$ cat src/hw/rtl/mbd_pkg.sv
package mbd_pkg;

    // Field widths fixed by the pixel format and the register map.
    localparam int CHAN_W     = 8;
    localparam int SUM_W      = CHAN_W + 1;
    localparam int N_LANES    = 4;
    localparam int CFG_DATA_W = 13;
    localparam int CFG_IDX_W  = 2;

    // Register indexes on the configuration channel.
    localparam logic [CFG_IDX_W-1:0] CFG_IDX_WIDTH    = 2'd0;
    localparam logic [CFG_IDX_W-1:0] CFG_IDX_HEIGHT   = 2'd1;
    localparam logic [CFG_IDX_W-1:0] CFG_IDX_CHANNELS = 2'd2;

    // Per-lane controls for the horizontal pair stage and the average stage.
    typedef struct packed {
        logic restart;
        logic hold_we;
        logic s1_we;
        logic w_one;
        logic h_one;
    } lane_ctl_t;

    // What the merging stage is told about the item leaving the lanes.
    typedef struct packed {
        logic valid;
        logic done;
    } res_ctl_t;

endpackage

$ cat src/hw/rtl/mbd_lane.sv
module mbd_lane
    import mbd_pkg::*;
(
    input  logic              aclk,
    input  logic              aresetn,
    input  lane_ctl_t         ctl,
    input  logic [CHAN_W-1:0] pix,
    input  logic [SUM_W-1:0]  row_sum,
    output logic [SUM_W-1:0]  pair_sum,
    output logic [CHAN_W-1:0] avg
);

    logic [CHAN_W-1:0] hold_reg;
    logic [SUM_W-1:0]  hs_reg;
    logic [SUM_W:0]    vsum;

    // Horizontal pair: a one-pixel-wide level uses the pixel twice.
    assign pair_sum = ctl.w_one ? {pix, 1'b0}
                                : SUM_W'({1'b0, hold_reg} + {1'b0, pix});

    always_ff @(posedge aclk) begin
        if (!aresetn || ctl.restart) begin
            hold_reg <= '0;
        end else if (ctl.hold_we) begin
            hold_reg <= pix;
        end
    end

    always_ff @(posedge aclk) begin
        if (ctl.s1_we) begin
            hs_reg <= pair_sum;
        end
    end

    // Vertical pair: a one-row level doubles the pair instead of reading the store.
    assign vsum = {1'b0, row_sum} + {1'b0, hs_reg};
    assign avg  = ctl.h_one ? hs_reg[SUM_W-1:1] : vsum[SUM_W:2];

endmodule

$ cat config.mk
export PLATFORM = sky130hd
export DESIGN_NAME = mbd_lane
export DESIGN_NICKNAME = d
export VERILOG_FILES = /design/src/hw/rtl/mbd_pkg.sv /design/src/hw/rtl/mbd_lane.sv
export SDC_FILE = /design/constraint.sdc
export NUM_CORES = 1
export LEC_CHECK = 0
export ABC_CLOCK_PERIOD_IN_PS = 2800
export BUFFER_PORTS_ARGS = -buffer_cell sky130_fd_sc_hd__buf_2
export CAP_MARGIN = 20
export CELL_PAD_IN_SITES_DETAIL_PLACEMENT = 0
export CELL_PAD_IN_SITES_GLOBAL_PLACEMENT = 2
export CORE_MARGIN = 2
export CORE_UTILIZATION = 32
export DETAILED_ROUTE_END_ITERATION = 12
export GPL_TIMING_DRIVEN = 0
export PLACE_DENSITY = 0.89
export SYNTH_ARGS = -nofsm -noshare
export SYNTH_HDL_FRONTEND = slang
export SYNTH_SLANG_ARGS = --single-unit
$ cat constraint.sdc
create_clock -name aclk -period 2.8 [get_ports aclk]
set_input_delay 0 -clock aclk [delete_from_list [all_inputs] [get_ports aclk]]
set_output_delay 0 -clock aclk [all_outputs]
set_load 0.005 [all_outputs]
# After elaboration in Yosys (flattened, before gate mapping)
# Index checks and enable logic that the tools add are counted.
# word_totals
regBits	17
memories	0
mem_bits_ro	0
ramBits	0
in_bits	24
latchBits	0
# op_classes
n_eq_ne	0
order_cmp	0
mux	2
reduce_logical	2
multipliers	0
n_bitwise	0
n_div	0
shifts	0
addsub	2
# ops
op	count
adder 9 x 9 -> 10 bit	1
adder 8 x 8 -> 9 bit	1
two-way mux 9 bit	1
two-way mux 8 bit	1
zero test 1 bit	1
logical OR 1 bit	1

# Depth between registers and ports, before layout
# logic_depth
word_depth	2
ltp_mapped	8
mapped_depth_nobuf	8

# Worst setup path before layout
# OpenSTA, ideal clock, no wires.
# synth_timing
kind	register to register
from	register hold_reg[0]
to	register hs_reg[6], data pin
t_required_ps	2587
path_slack_ps	976
synth_period_minus_slack_ps	1824
path_stages_with_launch	9
t_arrival_ps	1611
cell_sequence	dfxtp_1 -> ha_1 -> inv_1 -> fa_1 -> nor2b_4 -> o31ai_2 -> nand2b_1 -> a211oi_1 -> o31ai_1
# synth_via
elab_chain_cells	2
# synth_rtl
item	line	text
start: declaration	mbd_lane.sv:13	logic [CHAN_W-1:0] hold_reg;
start signal: assignment	mbd_lane.sv:25	hold_reg <= pix;
adder 8 x 8 -> 9 bit	mbd_lane.sv:19	: SUM_W'({1'b0, hold_reg} + {1'b0, pix});
two-way mux 9 bit	mbd_lane.sv:18	assign pair_sum = ctl.w_one ? {pix, 1'b0}
net pair_sum[6]	mbd_lane.sv:9	output logic [SUM_W-1:0] pair_sum,
end signal: assignment	mbd_lane.sv:31	hs_reg <= pair_sum;
end: declaration	mbd_lane.sv:14	logic [SUM_W-1:0] hs_reg;
# The timed path passes the listed nets, and every way through them passes these cells.
# A chain may end at the register's enable or synchronous reset.

# Worst setup path in the final report
# layout_timing
from	register hold_reg[0]
to	output pair_sum[6]
# layout_via
elab_chain_cells	2
# layout_rtl
item	line
adder 8 x 8 -> 9 bit	mbd_lane.sv:19
two-way mux 9 bit	mbd_lane.sv:18
end: declaration	mbd_lane.sv:9
# No other way between the ends.

==> flow_summary.json <==
{
  "detail_route.wl_per_cell_um": 11.4,
  "clkPwrFrac_pct": 26.3,
  "synthDistinctLibCells": 35,
  "pre_cts_slack_ns": 0.877,
  "whs_ns": 0.0222,
  "peakVddDrop_uv": 195,
  "grt_pass1_wl_um": 4930,
  "p_sw_mw": 0.210,
  "ys_warn_count": 0,
  "clkTransAtPathRegs_ns": 0.07,
  "r2r-end": "hs_reg[6]$_DFFE_PP_",
  "status": "complete, no violations",
  "ys_ff_latch": 17,
  "viasPerCell": 4.74,
  "first_pass_iters": 4,
  "crit_arrival_ns": 2.19,
  "critPathKind": "flip-flop to output pin",
  "cts_made_buffers": 3,
  "first_global_vias": 1146,
  "grt_usage_pct": 12.1,
  "pin_count": 41,
  "drv_slew": 0,
  "drc": 0,
  "yosys.area.top_type_share_pct": 19.7,
  "dp_cells": 238,
  "postRouteAntennaNets": 0,
  "core_area_sq_mm": 0.00406,
  "worstReg2RegStart": "hold_reg[0]$_SDFFE_PP0P_",
  "antenna_found_initial": 0,
  "setup_tns_ns": 0,
  "stdcell_count": 242,
  "num_rows": 23,
  "die_h_um": 69.5,
  "synth_edf_count": 9,
  "synth_common_cells": "nand2_1 (17), o21ai_0 (17), ha_1 (16)",
  "numPortBuffers": 38,
  "syn_inst": 150,
  "synth_ff_type": "edfxtp_1",
  "clk_path_buf_depth": 2,
  "async_flop_share_pct": 0,
  "end_kind": "output pin",
  "worstHoldPathType": "primary input to flip-flop",
  "n_antenna_cell": 0,
  "fin_ws_ns": 0.613,
  "design_area_sq_mm": 0.00167,
  "max_freq_ghz": 0.457,
  "dieArea_sq_mm": 0.00483,
  "syn_area_sq_mm": 0.00137,
  "yosysSeqAreaShare_pct": 31.3,
  "multi_input_area_sq_um": 897,
  "r2r_slack_ns": 0.84,
  "slew_headroom_pct": 72.9,
  "gp_congestion": 0.780,
  "synth_largest_area_cell": "edfxtp_1",
  "fin_nets": 234,
  "start_kind": "flip-flop",
  "skew_ns": 0.00484,
  "fin_crit_sh_pct": 78.1,
  "cts_resized": 0,
  "drive_gt1_share_pct": 26.0,
  "seq_area_sq_um": 430,
  "worstHoldPathCells": 3,
  "die_width_um": 69.5,
  "post-route-util_pct": 41.2,
  "hpwl_um": 2370,
  "finalHoldViolations": 0,
  "worst_pin_slew_ns": 0.407,
  "whs_endpoint": "hold_reg[3]$_SDFFE_PP0P_",
  "place_area_sq_mm": 0.00163,
  "p_leak_nw": 0.764,
  "rsz0062_at_grt": "no",
  "cts.hold.buffers_added": 0,
  "grt_max_degree": 11,
  "synth_fp_nets": 191,
  "synthToLayoutAreaGrowth_pct": 21.7,
  "critPathMaxFanout": 3,
  "via_count": 1148,
  "power_mw": 0.698,
  "cap_violations": 0,
  "clock_latency_ns": 0.25,
  "drtIter0Drc": 26,
  "worst_ep_required_time_ns": 2.80,
  "largest_reg_flops": 9,
  "tritoncts": "yes",
  "setup_viol": 0,
  "r2r.worst_path.cells": 8,
  "cts_sinks": 17,
  "worstHoldStart": "pix[3]",
  "initial_core_util_pct": 33.9,
  "root_buffer": "clkbuf_8",
  "finalCriticalPeriod_ns": 2.19,
  "combPwrFrac_pct": 32.5,
  "p_per_area_mw_per_mm2": 418,
  "grt_overflow_total": 0,
  "h-tree-depth": 1,
  "switching_share_pct": 30.0,
  "syn_avg_cell_area_sq_um": 9.16,
  "postCtsSetupBuffers": 0,
  "drt_wl_total_um": 2770,
  "pwr-share-seq_pct": 41.2,
  "p_int_mw": 0.489,
  "fillers": 421,
  "yosys-top-cells-area": "edfxtp_1 (20%), ha_1 (15%), dfxtp_1 (12%)"
}
-- how the worst max path moves through the flow --
stage | start | to | depth (start not counted)
floorplan | hold_reg[0]$_SDFFE_PP0P_ | hs_reg[6]$_DFFE_PP_ | 8
global placement | hold_reg[0]$_SDFFE_PP0P_ | hs_reg[6]$_DFFE_PP_ | 8
detailed placement | hold_reg[0]$_SDFFE_PP0P_ | hs_reg[6]$_DFFE_PP_ | 8
CTS | hold_reg[0]$_SDFFE_PP0P_ | pair_sum[6] | 9
global route | hold_reg[0]$_SDFFE_PP0P_ | pair_sum[6] | 9
finish | hold_reg[0]$_SDFFE_PP0P_ | pair_sum[6] | 9
-- critical path: stages (launching register included) --
cell	delay (ns)
dfxtp_1	0.33
ha_1	0.23
inv_1	0.08
fa_1	0.44
nor2b_4	0.14
o31ai_2	0.08
nand2b_1	0.08
a211oi_1	0.06
o31ai_1	0.31
buf_2	0.18
-- area by class of cell --
class	count	area share, %
Buffer	5	1.20
Clock buffer	4	2.69
Inverter	7	1.57
Multi-Input combinational cell	121	53.7
Sequential cell	17	25.7
Tap cell	50	3.74
Timing Repair Buffer	38	11.4
-- power by group through the flow --
stage               logic, mW  clock network (mW)  registers [mW]
floorplan               0.154                   0           0.291
global placement        0.225                   0           0.293
detailed placement      0.229                   0           0.293
CTS                     0.229               0.187           0.288
global route            0.260               0.201           0.289
finish                  0.227               0.184           0.288
-- layer usage --
metal  vias to the layer above  share of wire (%)  global-route usage, %
met5                         -                  0                      0
met4                         0                1.9                   5.01
met3                         6                6.1                   2.33
met2                        30                 46                   20.6
met1                       493                 46                   14.9
li1                        619                  -                      -
-- placed cells by master, fill, tap and decap left out --
master and count:
a211oi_1 1, a211oi_2 1, a21boi_2 1, a21o_1 1, a21oi_1 9, a22oi_4 1
a31oi_1 2, a31oi_2 1, a31oi_4 1, and2_1 1, and3_1 1, buf_1 1
buf_2 39, clkbuf_1 4, clkbuf_8 3, dfxtp_1 8, edfxtp_1 9, fa_1 1
ha_1 16, inv_1 7, mux2i_1 10, nand2_1 17, nand2b_1 4, nor2_1 12
nor2b_1 2, nor2b_4 1, o211ai_1 1, o21a_1 1, o21ai_0 17, o21ai_1 4
o21ai_2 1, o21bai_1 1, o31ai_1 1, o31ai_2 1, xnor2_1 3, xor2_1 8
-- cells by family after synthesis --
family / after synthesis / synth area share [%]
AOI/OAI and AO/OA: 45 / 22.4
xor gates and xnor gates: 11 / 7.01
adders and majority gates: 17 / 16.0
buffers and inverters: 12 / 3.37
DFF: 17 / 31.3
muxes: 10 / 7.29
and+or+nand+nor: 38 / 12.6
(Power assumes the default switching activity.)
