==> config.mk <==
export PLATFORM = sky130hd
export DESIGN_NAME = mbd_merge
export DESIGN_NICKNAME = d
export VERILOG_FILES = /design/src/hw/rtl/mbd_pkg.sv /design/src/hw/rtl/mbd_merge.sv
export SDC_FILE = /design/constraint.sdc
export NUM_CORES = 1
export LEC_CHECK = 0
export BUFFER_PORTS_ARGS = -buffer_cell sky130_fd_sc_hd__buf_4
export CORE_MARGIN = 3
export CORE_UTILIZATION = 38
export CTS_BUF_LIST = sky130_fd_sc_hd__clkbuf_8
export DETAILED_ROUTE_END_ITERATION = 8
export PLACE_DENSITY = 0.77
export SYNTH_ARGS = -nofsm -noshare
export SYNTH_HDL_FRONTEND = slang
export SYNTH_SLANG_ARGS = --single-unit
==> constraint.sdc <==
create_clock -name aclk -period 1.1 [get_ports aclk]
set_input_delay 0.165 -clock aclk [delete_from_list [all_inputs] [get_ports aclk]]
set_output_delay 0.165 -clock aclk [all_outputs]
set_load 0.02 [all_outputs]
==> src/hw/rtl/mbd_pkg.sv <==
package mbd_pkg;

    // Field widths fixed by the pixel format and the register map.
    localparam int CHAN_W     = 8;
    localparam int SUM_W      = CHAN_W + 1;
    localparam int N_LANES    = 4;
    localparam int CFG_DATA_W = 13;
    localparam int CFG_IDX_W  = 2;

    // Register indexes on the configuration channel.
    localparam logic [CFG_IDX_W-1:0] CFG_IDX_WIDTH    = 2'd0;
    localparam logic [CFG_IDX_W-1:0] CFG_IDX_HEIGHT   = 2'd1;
    localparam logic [CFG_IDX_W-1:0] CFG_IDX_CHANNELS = 2'd2;

    // Per-lane controls for the horizontal pair stage and the average stage.
    typedef struct packed {
        logic restart;
        logic hold_we;
        logic s1_we;
        logic w_one;
        logic h_one;
    } lane_ctl_t;

    // What the merging stage is told about the item leaving the lanes.
    typedef struct packed {
        logic valid;
        logic done;
    } res_ctl_t;

endpackage

==> src/hw/rtl/mbd_merge.sv <==
module mbd_merge
    import mbd_pkg::*;
(
    input  logic                      aclk,
    input  logic                      aresetn,
    input  res_ctl_t                  res,
    input  logic                      four,
    input  logic [N_LANES*CHAN_W-1:0] avg,
    input  logic                      m_tready,
    output logic                      m_tvalid,
    output logic [N_LANES*CHAN_W-1:0] m_tdata,
    output logic                      m_tlast,
    output logic                      out_free
);

    logic                      valid_reg;
    logic [N_LANES*CHAN_W-1:0] data_reg;
    logic                      last_reg;
    logic [N_LANES*CHAN_W-1:0] data_next;

    assign out_free = !valid_reg || m_tready;

    // Gather the lanes; the fourth channel reads zero in three-channel mode.
    always_comb begin
        data_next = avg;
        if (!four) begin
            data_next[N_LANES*CHAN_W-1 -: CHAN_W] = '0;
        end
    end

    always_ff @(posedge aclk) begin
        if (!aresetn) begin
            valid_reg <= 1'b0;
        end else if (out_free) begin
            valid_reg <= res.valid;
        end
    end

    always_ff @(posedge aclk) begin
        if (out_free && res.valid) begin
            data_reg <= data_next;
            last_reg <= res.done;
        end
    end

    assign m_tvalid = valid_reg;
    assign m_tdata  = data_reg;
    assign m_tlast  = last_reg;

endmodule

Yosys cells after proc, flatten, opt, wreduce, memory -nomap -nowiden
Cells that the tools add are included.
{"block": "totals", "ff_bits": 34, "in_bits": 38, "output_inout_bits": 35, "word_cells": 7}
{"block": "classes", "reduce_logical": 3}
{"operator": "$logic_and A1 B1 Y1", "count": 1}
{"operator": "$logic_not A1 Y1", "count": 1}
{"operator": "$logic_or A1 B1 Y1", "count": 1}

Longest topological paths before layout
Gate-level depths: netlist (run 1).
{"block": "logic_depth", "ltp_word": 3, "mapped_depth": 2, "depth_no_buf": 2}

Worst setup path before layout (run 1)
OpenSTA, ideal clock, no wires.
{"block": "synth_timing", "path_kind": "register to register", "startpoint": "register valid_reg (netlist: m_tvalid)", "endpoint": "register data_reg[0] (netlist: m_tdata[0]), enable pin", "setup_ns": 0.341, "arrival_ns": 0.882, "t_required_ns": 0.759, "path_slack_ns": -0.123, "path_stages_with_launch": 3, "n_path_buf": 0, "synth_period_minus_slack_ns": 1.223, "cell_sequence": "dfxtp_1 -> nand2b_4 -> and2_4"}
{"block": "synth_between", "elab_chain_cells": 3}
{"item": "start, declared", "line_no": "mbd_merge.sv:16", "source": "logic valid_reg;"}
{"item": "start signal, assigned", "line_no": "mbd_merge.sv:35", "source": "valid_reg <= res.valid;"}
{"item": "$logic_not A1 Y1", "line_no": "mbd_merge.sv:21", "source": "assign out_free = !valid_reg || m_tready;"}
{"item": "$logic_or A1 B1 Y1", "line_no": "mbd_merge.sv:21"}
{"item": "net out_free", "line_no": "mbd_merge.sv:13", "source": "output logic out_free"}
{"item": "$logic_and A1 B1 Y1", "line_no": "mbd_merge.sv:40", "source": "if (out_free && res.valid) begin"}
{"item": "end signal, assigned", "line_no": "mbd_merge.sv:41", "source": "data_reg <= data_next;"}
{"item": "end, declared", "line_no": "mbd_merge.sv:17", "source": "logic [N_LANES*CHAN_W-1:0] data_reg;"}
The timed path passes the listed nets, and every way through them passes these cells.
A chain may end at the register's enable or synchronous reset.

Worst setup path in the final report (run 1)
{"block": "layout_timing", "startpoint": "register valid_reg (netlist: m_tvalid)", "endpoint": "register data_reg[8] (netlist: m_tdata[8]), enable pin"}
{"block": "layout_between", "elab_chain_cells": 3}
{"item": "$logic_not A1 Y1", "line_no": "mbd_merge.sv:21"}
{"item": "$logic_or A1 B1 Y1", "line_no": "mbd_merge.sv:21"}
{"item": "$logic_and A1 B1 Y1", "line_no": "mbd_merge.sv:40"}
Every way passes these cells.

==> flow_metrics.py, run 1 <==
metrics = {
    "placed_design": {
        "placed_area_mm2": 0.00172,
        "hpwl_mm": 1.66,
        "portBuffers": 72,
        "gp_congestion": 0.659,
    },
    "die": {
        "start_util_pct": 42.0,
        "die_h_um": 59.8,
        "die_w_um": 59.8,
        "dieArea_mm2": 0.00357,
        "io_pins": 73,
        "fp-row-count": 18,
        "coreArea_mm2": 0.00261,
    },
    "clock_network": {
        "cts_buffer_depth": 2,
        "hold_buffers": 0,
        "clk_latency_ns": 0.28,
        "root_buffer": "clkbuf_8",
        "tritoncts": "built",
        "cts_sinks": 34,
        "cts.clk_slew.worst_paths_ns": 0.06,
        "cts_max_level": 2,
        "cts_resized": 0,
        "post-cts-setup-buffer-count": 0,
        "cts_buffers": 5,
    },
    "grt": {
        "grtUsageTotal_pct": 13.1,
        "grt_max_degree": 18,
        "grt_pass1_vias": 698,
        "antenna_found_initial": 0,
        "overflow": 0,
        "grt_first_pass_wirelength_mm": 3.04,
    },
    "layout": {
        "n_fill_cell": 184,
        "antenna_cells": 0,
        "drive_gt1_share_pct": 64.8,
        "final_area_mm2": 0.00180,
        "nets": 165,
        "area_delta_synth_final_pct": 63.9,
    },
    "sta": {
        "rsz0062_at_grt": "no",
        "whs_ns": 0.0618,
        "hold_viol": 0,
        "skew_ns": 0.00292,
        "final_max_slew_viol_count": 0,
        "slew_headroom_pct": 93.7,
        "min_period_over_period_pct": 94.0,
        "finalSetupViolCount": 0,
        "min_period_ns": 1.03,
        "tightest_slew_ns": 0.0944,
        "max_freq_ghz": 0.967,
    },
    "drt": {
        "drc": 0,
        "vias": 689,
        "firstDrtPassIters": 4,
        "wl_mm": 2.10,
        "drt_iter0_drc": 17,
        "drt-vias-per-instance": 4.36,
        "routedWlPerCell_um": 13.3,
        "drtAntennaViolNets": 0,
    },
    "yosys": {
        "synthAdderAreaFrac_pct": 0,
        "ys_ff_latch": 34,
        "synthMuxAreaShare_pct": 0,
        "syn-num-nets": 84,
        "synth_xor_area_share_pct": 0,
        "ys_warn_count": 0,
        "seq_area_frac_synth_pct": 92.0,
        "synth_top_cell_by_area": "edfxtp_1",
        "avgSynthCellArea_um2": 23.9,
        "synth-compound-area-share_pct": 1.03,
        "mappedNetlistArea_mm2": 0.00110,
        "synth_top_family_by_area": "simple AND/OR/NAND/NOR gates",
        "yosysUniqueCellTypes": 7,
        "synthTopCellsByArea": "edfxtp_1 90%, and2_1 4.6%, dfxtp_1 1.8%",
        "syn_inst": 46,
        "synth_top_area_share_pct": 90.2,
        "synth_simple_gate_area_share_pct": 6.61,
    },
    "flow_run": {
        "maxCapViolCount": 0,
    },
    "setup_path": {
        "path_class": "flop to flop",
        "crit_buf_inv": 1,
        "critPathArrivalTime_ns": 1.02,
        "start_kind": "flop",
        "cp_max_fo": 17,
        "max_stage_delay_ns": 0.35,
        "path_cells": "nand2b_4 -> and2_4 -> buf_12",
        "endpoint_kind": "flop",
        "crit_family": "flip-flops",
        "crit_slowest_cell": "dfxtp_4",
        "worst-endpoint-required_ns": 1.09,
    },
    "power": {
        "leakage_nw": 0.778,
        "max-vdd-ir-drop_mv": 1.23,
        "power.density_mw_per_mm2": 1510,
    },
    "min_path": {
        "hold_path_class": "input pin to flop",
    },
    "run_status": {
        "status": "completed",
    },
}
## final timing paths
kind | from | to | slack (ns) | cells after the start
worst max-delay path | m_tvalid$_SDFFE_PN0P_ | m_tdata[8]$_DFFE_PP_ | 0.07 | 3
worst min-delay path | avg[21] | m_tdata[21]$_DFFE_PP_ | 0.06 | 1
worst max register to register | m_tvalid$_SDFFE_PN0P_ | m_tdata[8]$_DFFE_PP_ | 0.07 | 3
worst min register to register | m_tvalid$_SDFFE_PN0P_ | m_tvalid$_SDFFE_PN0P_ | 0.50 | 2
## through the flow
stage | utilization [%] | setup TNS [ns] | setup slack (ns) | instances | power, mW
after detailed placement | 65.9 | 0 | 0.0711 | 150 | 1.95
after global placement | 65.9 | 0 | 0.0874 | 150 | 1.94
final | 68.9 | 0 | 0.0658 | 158 | 2.73
after CTS | 68.9 | 0 | 0.0570 | 158 | 2.77
after global routing | 68.9 | 0 | 0.0311 | 158 | 2.87
after floorplan | - | -2.26 | -0.0684 | 46 | 1.71
## placed cells by master, fill, tap and decap left out
master    netlist  final
edfxtp_1       33     33
and2_1          8      8
nand2b_4        1      1
clkbuf_8        0      5
dfxtp_4         0      1
inv_1           1      1
a21boi_2        1      1
buf_12          0      2
clkinv_1        0      3
buf_4           0     72
and2_4          1      1
## cells by family (layout without fill, tap and decap cells)
logic type,Yosys count,after routing
and+or+nand+nor,10,10
AOI/OAI and AO/OA,1,1
DFF,34,34
buffers and inverters,1,83
## synth_stat cells
cell / count
a21boi_2: 1
dfxtp_1: 1
inv_1: 1
and2_1: 8
nand2b_4: 1
and2_4: 1
edfxtp_1: 33
## layout make-up
cell class	instances	area, um^2	share of cell area, %
Sequential cell	34	1010	56.4
Timing Repair Buffer	74	581	32.2
Multi-Input combinational cell	11	83.8	4.66
Clock buffer	5	68.8	3.82
Tap cell	30	37.5	2.08
Clock inverter	3	11.3	0.625
Inverter	1	3.75	0.208
## power by group
part / internal [mW] / leakage (nW) / switching (mW)
Combinational: 0.205 / 0.407 / 0.180
Clock: 0.421 / 0.0407 / 0.384
Sequential: 1.51 / 0.331 / 0.0222
## metal layers
layer,track usage [%],routed length [um],vias to the layer above
li1,-,-,333
met2,18.7,996,56
met5,0,0,-
met3,10.4,359,2
met1,12.9,720,298
met4,8.54,23,0
## registers in the layout, summed over array words and instances, names as in the netlist
| register | cells |
|---|---|
| m_tdata | 32 |
| m_tvalid | 1 |
| m_tlast | 1 |
Note: power is estimated with default switching activity, not from simulation.
==> run 2: changes to the inputs <==
--- a/config.mk
+++ b/config.mk
@@ -10,7 +10,7 @@
 export CORE_UTILIZATION = 38
 export CTS_BUF_LIST = sky130_fd_sc_hd__clkbuf_8
 export DETAILED_ROUTE_END_ITERATION = 8
-export PLACE_DENSITY = 0.77
+export PLACE_DENSITY = 0.86
 export SYNTH_ARGS = -nofsm -noshare
 export SYNTH_HDL_FRONTEND = slang
 export SYNTH_SLANG_ARGS = --single-unit
==> flow_metrics.py, run 2 (synthesis results as in run 1) <==
metrics = {
    "setup_path": {
        "crit_family": "flip-flops",
        "path_class": "flop to flop",
        "worst-endpoint-required_ns": 1.08,
        "crit_buf_inv": 1,
        "start_kind": "flop",
        "critPathArrivalTime_ns": 1.02,
        "cp_max_fo": 18,
        "max_stage_delay_ns": 0.35,
        "path_cells": "nand2b_4 -> and2_4 -> buf_12",
        "crit_slowest_cell": "dfxtp_4",
        "endpoint_kind": "flop",
    },
    "power": {
        "power.density_mw_per_mm2": 1520,
        "max-vdd-ir-drop_mv": 1.27,
        "leakage_nw": 0.784,
        "p_total_mw": 2.72,
    },
    "clock_network": {
        "cts_resized": 0,
        "cts_sinks": 34,
        "clk_latency_ns": 0.27,
        "root_buffer": "clkbuf_8",
        "cts_max_level": 2,
        "post-cts-setup-buffer-count": 0,
        "tritoncts": "built",
        "cts_buffers": 5,
        "hold_buffers": 0,
        "cts_buffer_depth": 2,
        "cts.clk_slew.worst_paths_ns": 0.06,
    },
    "sta": {
        "finalSetupViolCount": 0,
        "hold_viol": 0,
        "min_period_over_period_pct": 94.5,
        "rsz0062_at_grt": "no",
        "slew_headroom_pct": 93.1,
        "skew_ns": 0.00162,
        "whs_ns": 0.0665,
        "tightest_slew_ns": 0.103,
        "min_period_ns": 1.04,
        "max_freq_ghz": 0.962,
        "final_max_slew_viol_count": 0,
    },
    "min_path": {
        "hold_path_class": "input pin to flop",
    },
    "drt": {
        "drtAntennaViolNets": 0,
        "firstDrtPassIters": 4,
        "wl_mm": 2.42,
        "routedWlPerCell_um": 15.4,
        "vias": 726,
        "drt_iter0_drc": 21,
        "drt-vias-per-instance": 4.62,
        "drc": 0,
    },
    "die": {
        "die_h_um": 59.8,
        "dieArea_mm2": 0.00357,
        "die_w_um": 59.8,
        "fp-row-count": 18,
        "coreArea_mm2": 0.00261,
        "start_util_pct": 42.0,
        "io_pins": 73,
    },
    "layout": {
        "nets": 165,
        "n_fill_cell": 178,
        "final_cell_mix": "72 x buf_4, 33 x edfxtp_1, 8 x and2_1, 5 x clkbuf_8, 3 x inv_1",
        "final_common_cell": "buf_4",
        "antenna_cells": 0,
        "largest_register_ffs": 32,
        "drive_gt1_share_pct": 65.4,
        "area_delta_synth_final_pct": 63.6,
    },
    "placed_design": {
        "gp_congestion": 0.648,
        "hpwl_mm": 1.94,
        "portBuffers": 72,
    },
    "grt": {
        "grt_pass1_vias": 760,
        "overflow": 0,
        "grt_max_degree": 19,
        "grtUsageTotal_pct": 14.9,
        "grt_first_pass_wirelength_mm": 3.58,
        "antenna_found_initial": 0,
    },
    "run_status": {
        "status": "completed",
    },
    "flow_run": {
        "maxCapViolCount": 0,
    },
}
## run 2: final timing paths
kind,cells past startpoint,startpoint,slack [ns],endpoint
max,3,m_tvalid$_SDFFE_PN0P_,0.06,m_tdata[12]$_DFFE_PP_
min,1,avg[15],0.07,m_tdata[15]$_DFFE_PP_
max reg2reg,3,m_tvalid$_SDFFE_PN0P_,0.06,m_tdata[12]$_DFFE_PP_
min reg2reg,2,m_tvalid$_SDFFE_PN0P_,0.51,m_tvalid$_SDFFE_PN0P_
## run 2: cell type report
cell class | instances | area, um^2 | share of cell area [%]
Clock buffer | 5 | 68.8 | 3.83
Clock inverter | 2 | 7.51 | 0.418
Inverter | 1 | 3.75 | 0.209
Multi-Input combinational cell | 11 | 83.8 | 4.67
Sequential cell | 34 | 1010 | 56.5
Tap cell | 30 | 37.5 | 2.09
Timing Repair Buffer | 74 | 581 | 32.3
## run 2: power by group
group / switching (mW) / total, mW / internal, mW
clock network: 0.380 / 0.795 / 0.416
logic: 0.187 / 0.393 / 0.206
registers: 0.0223 / 1.54 / 1.51
## run 2: per-layer routing
metal | global-route usage [%] | share of wire [%] | vias to the layer above
li1 | - | - | 333
met3 | 9.72 | 15 | 9
met1 | 12.9 | 29 | 336
met2 | 24.8 | 54 | 48
met5 | 0 | 0 | -
met4 | 9.49 | 2.9 | 0
## run 2: per-stage QoR
stage | utilization, % | TNS, ns | cells | setup WS (ns) | instance area (um^2)
2_1_floorplan | - | -2.26 | 46 | -0.0684 | 1100
3_3_place_gp | 65.9 | 0 | 150 | 0.0851 | 1720
3_5_place_dp | 65.9 | 0 | 150 | 0.0699 | 1720
4_1_cts | 68.8 | 0 | 157 | 0.0598 | 1800
5_1_grt | 68.8 | 0 | 157 | 0.0352 | 1800
6_report | 68.8 | 0 | 157 | 0.0603 | 1800
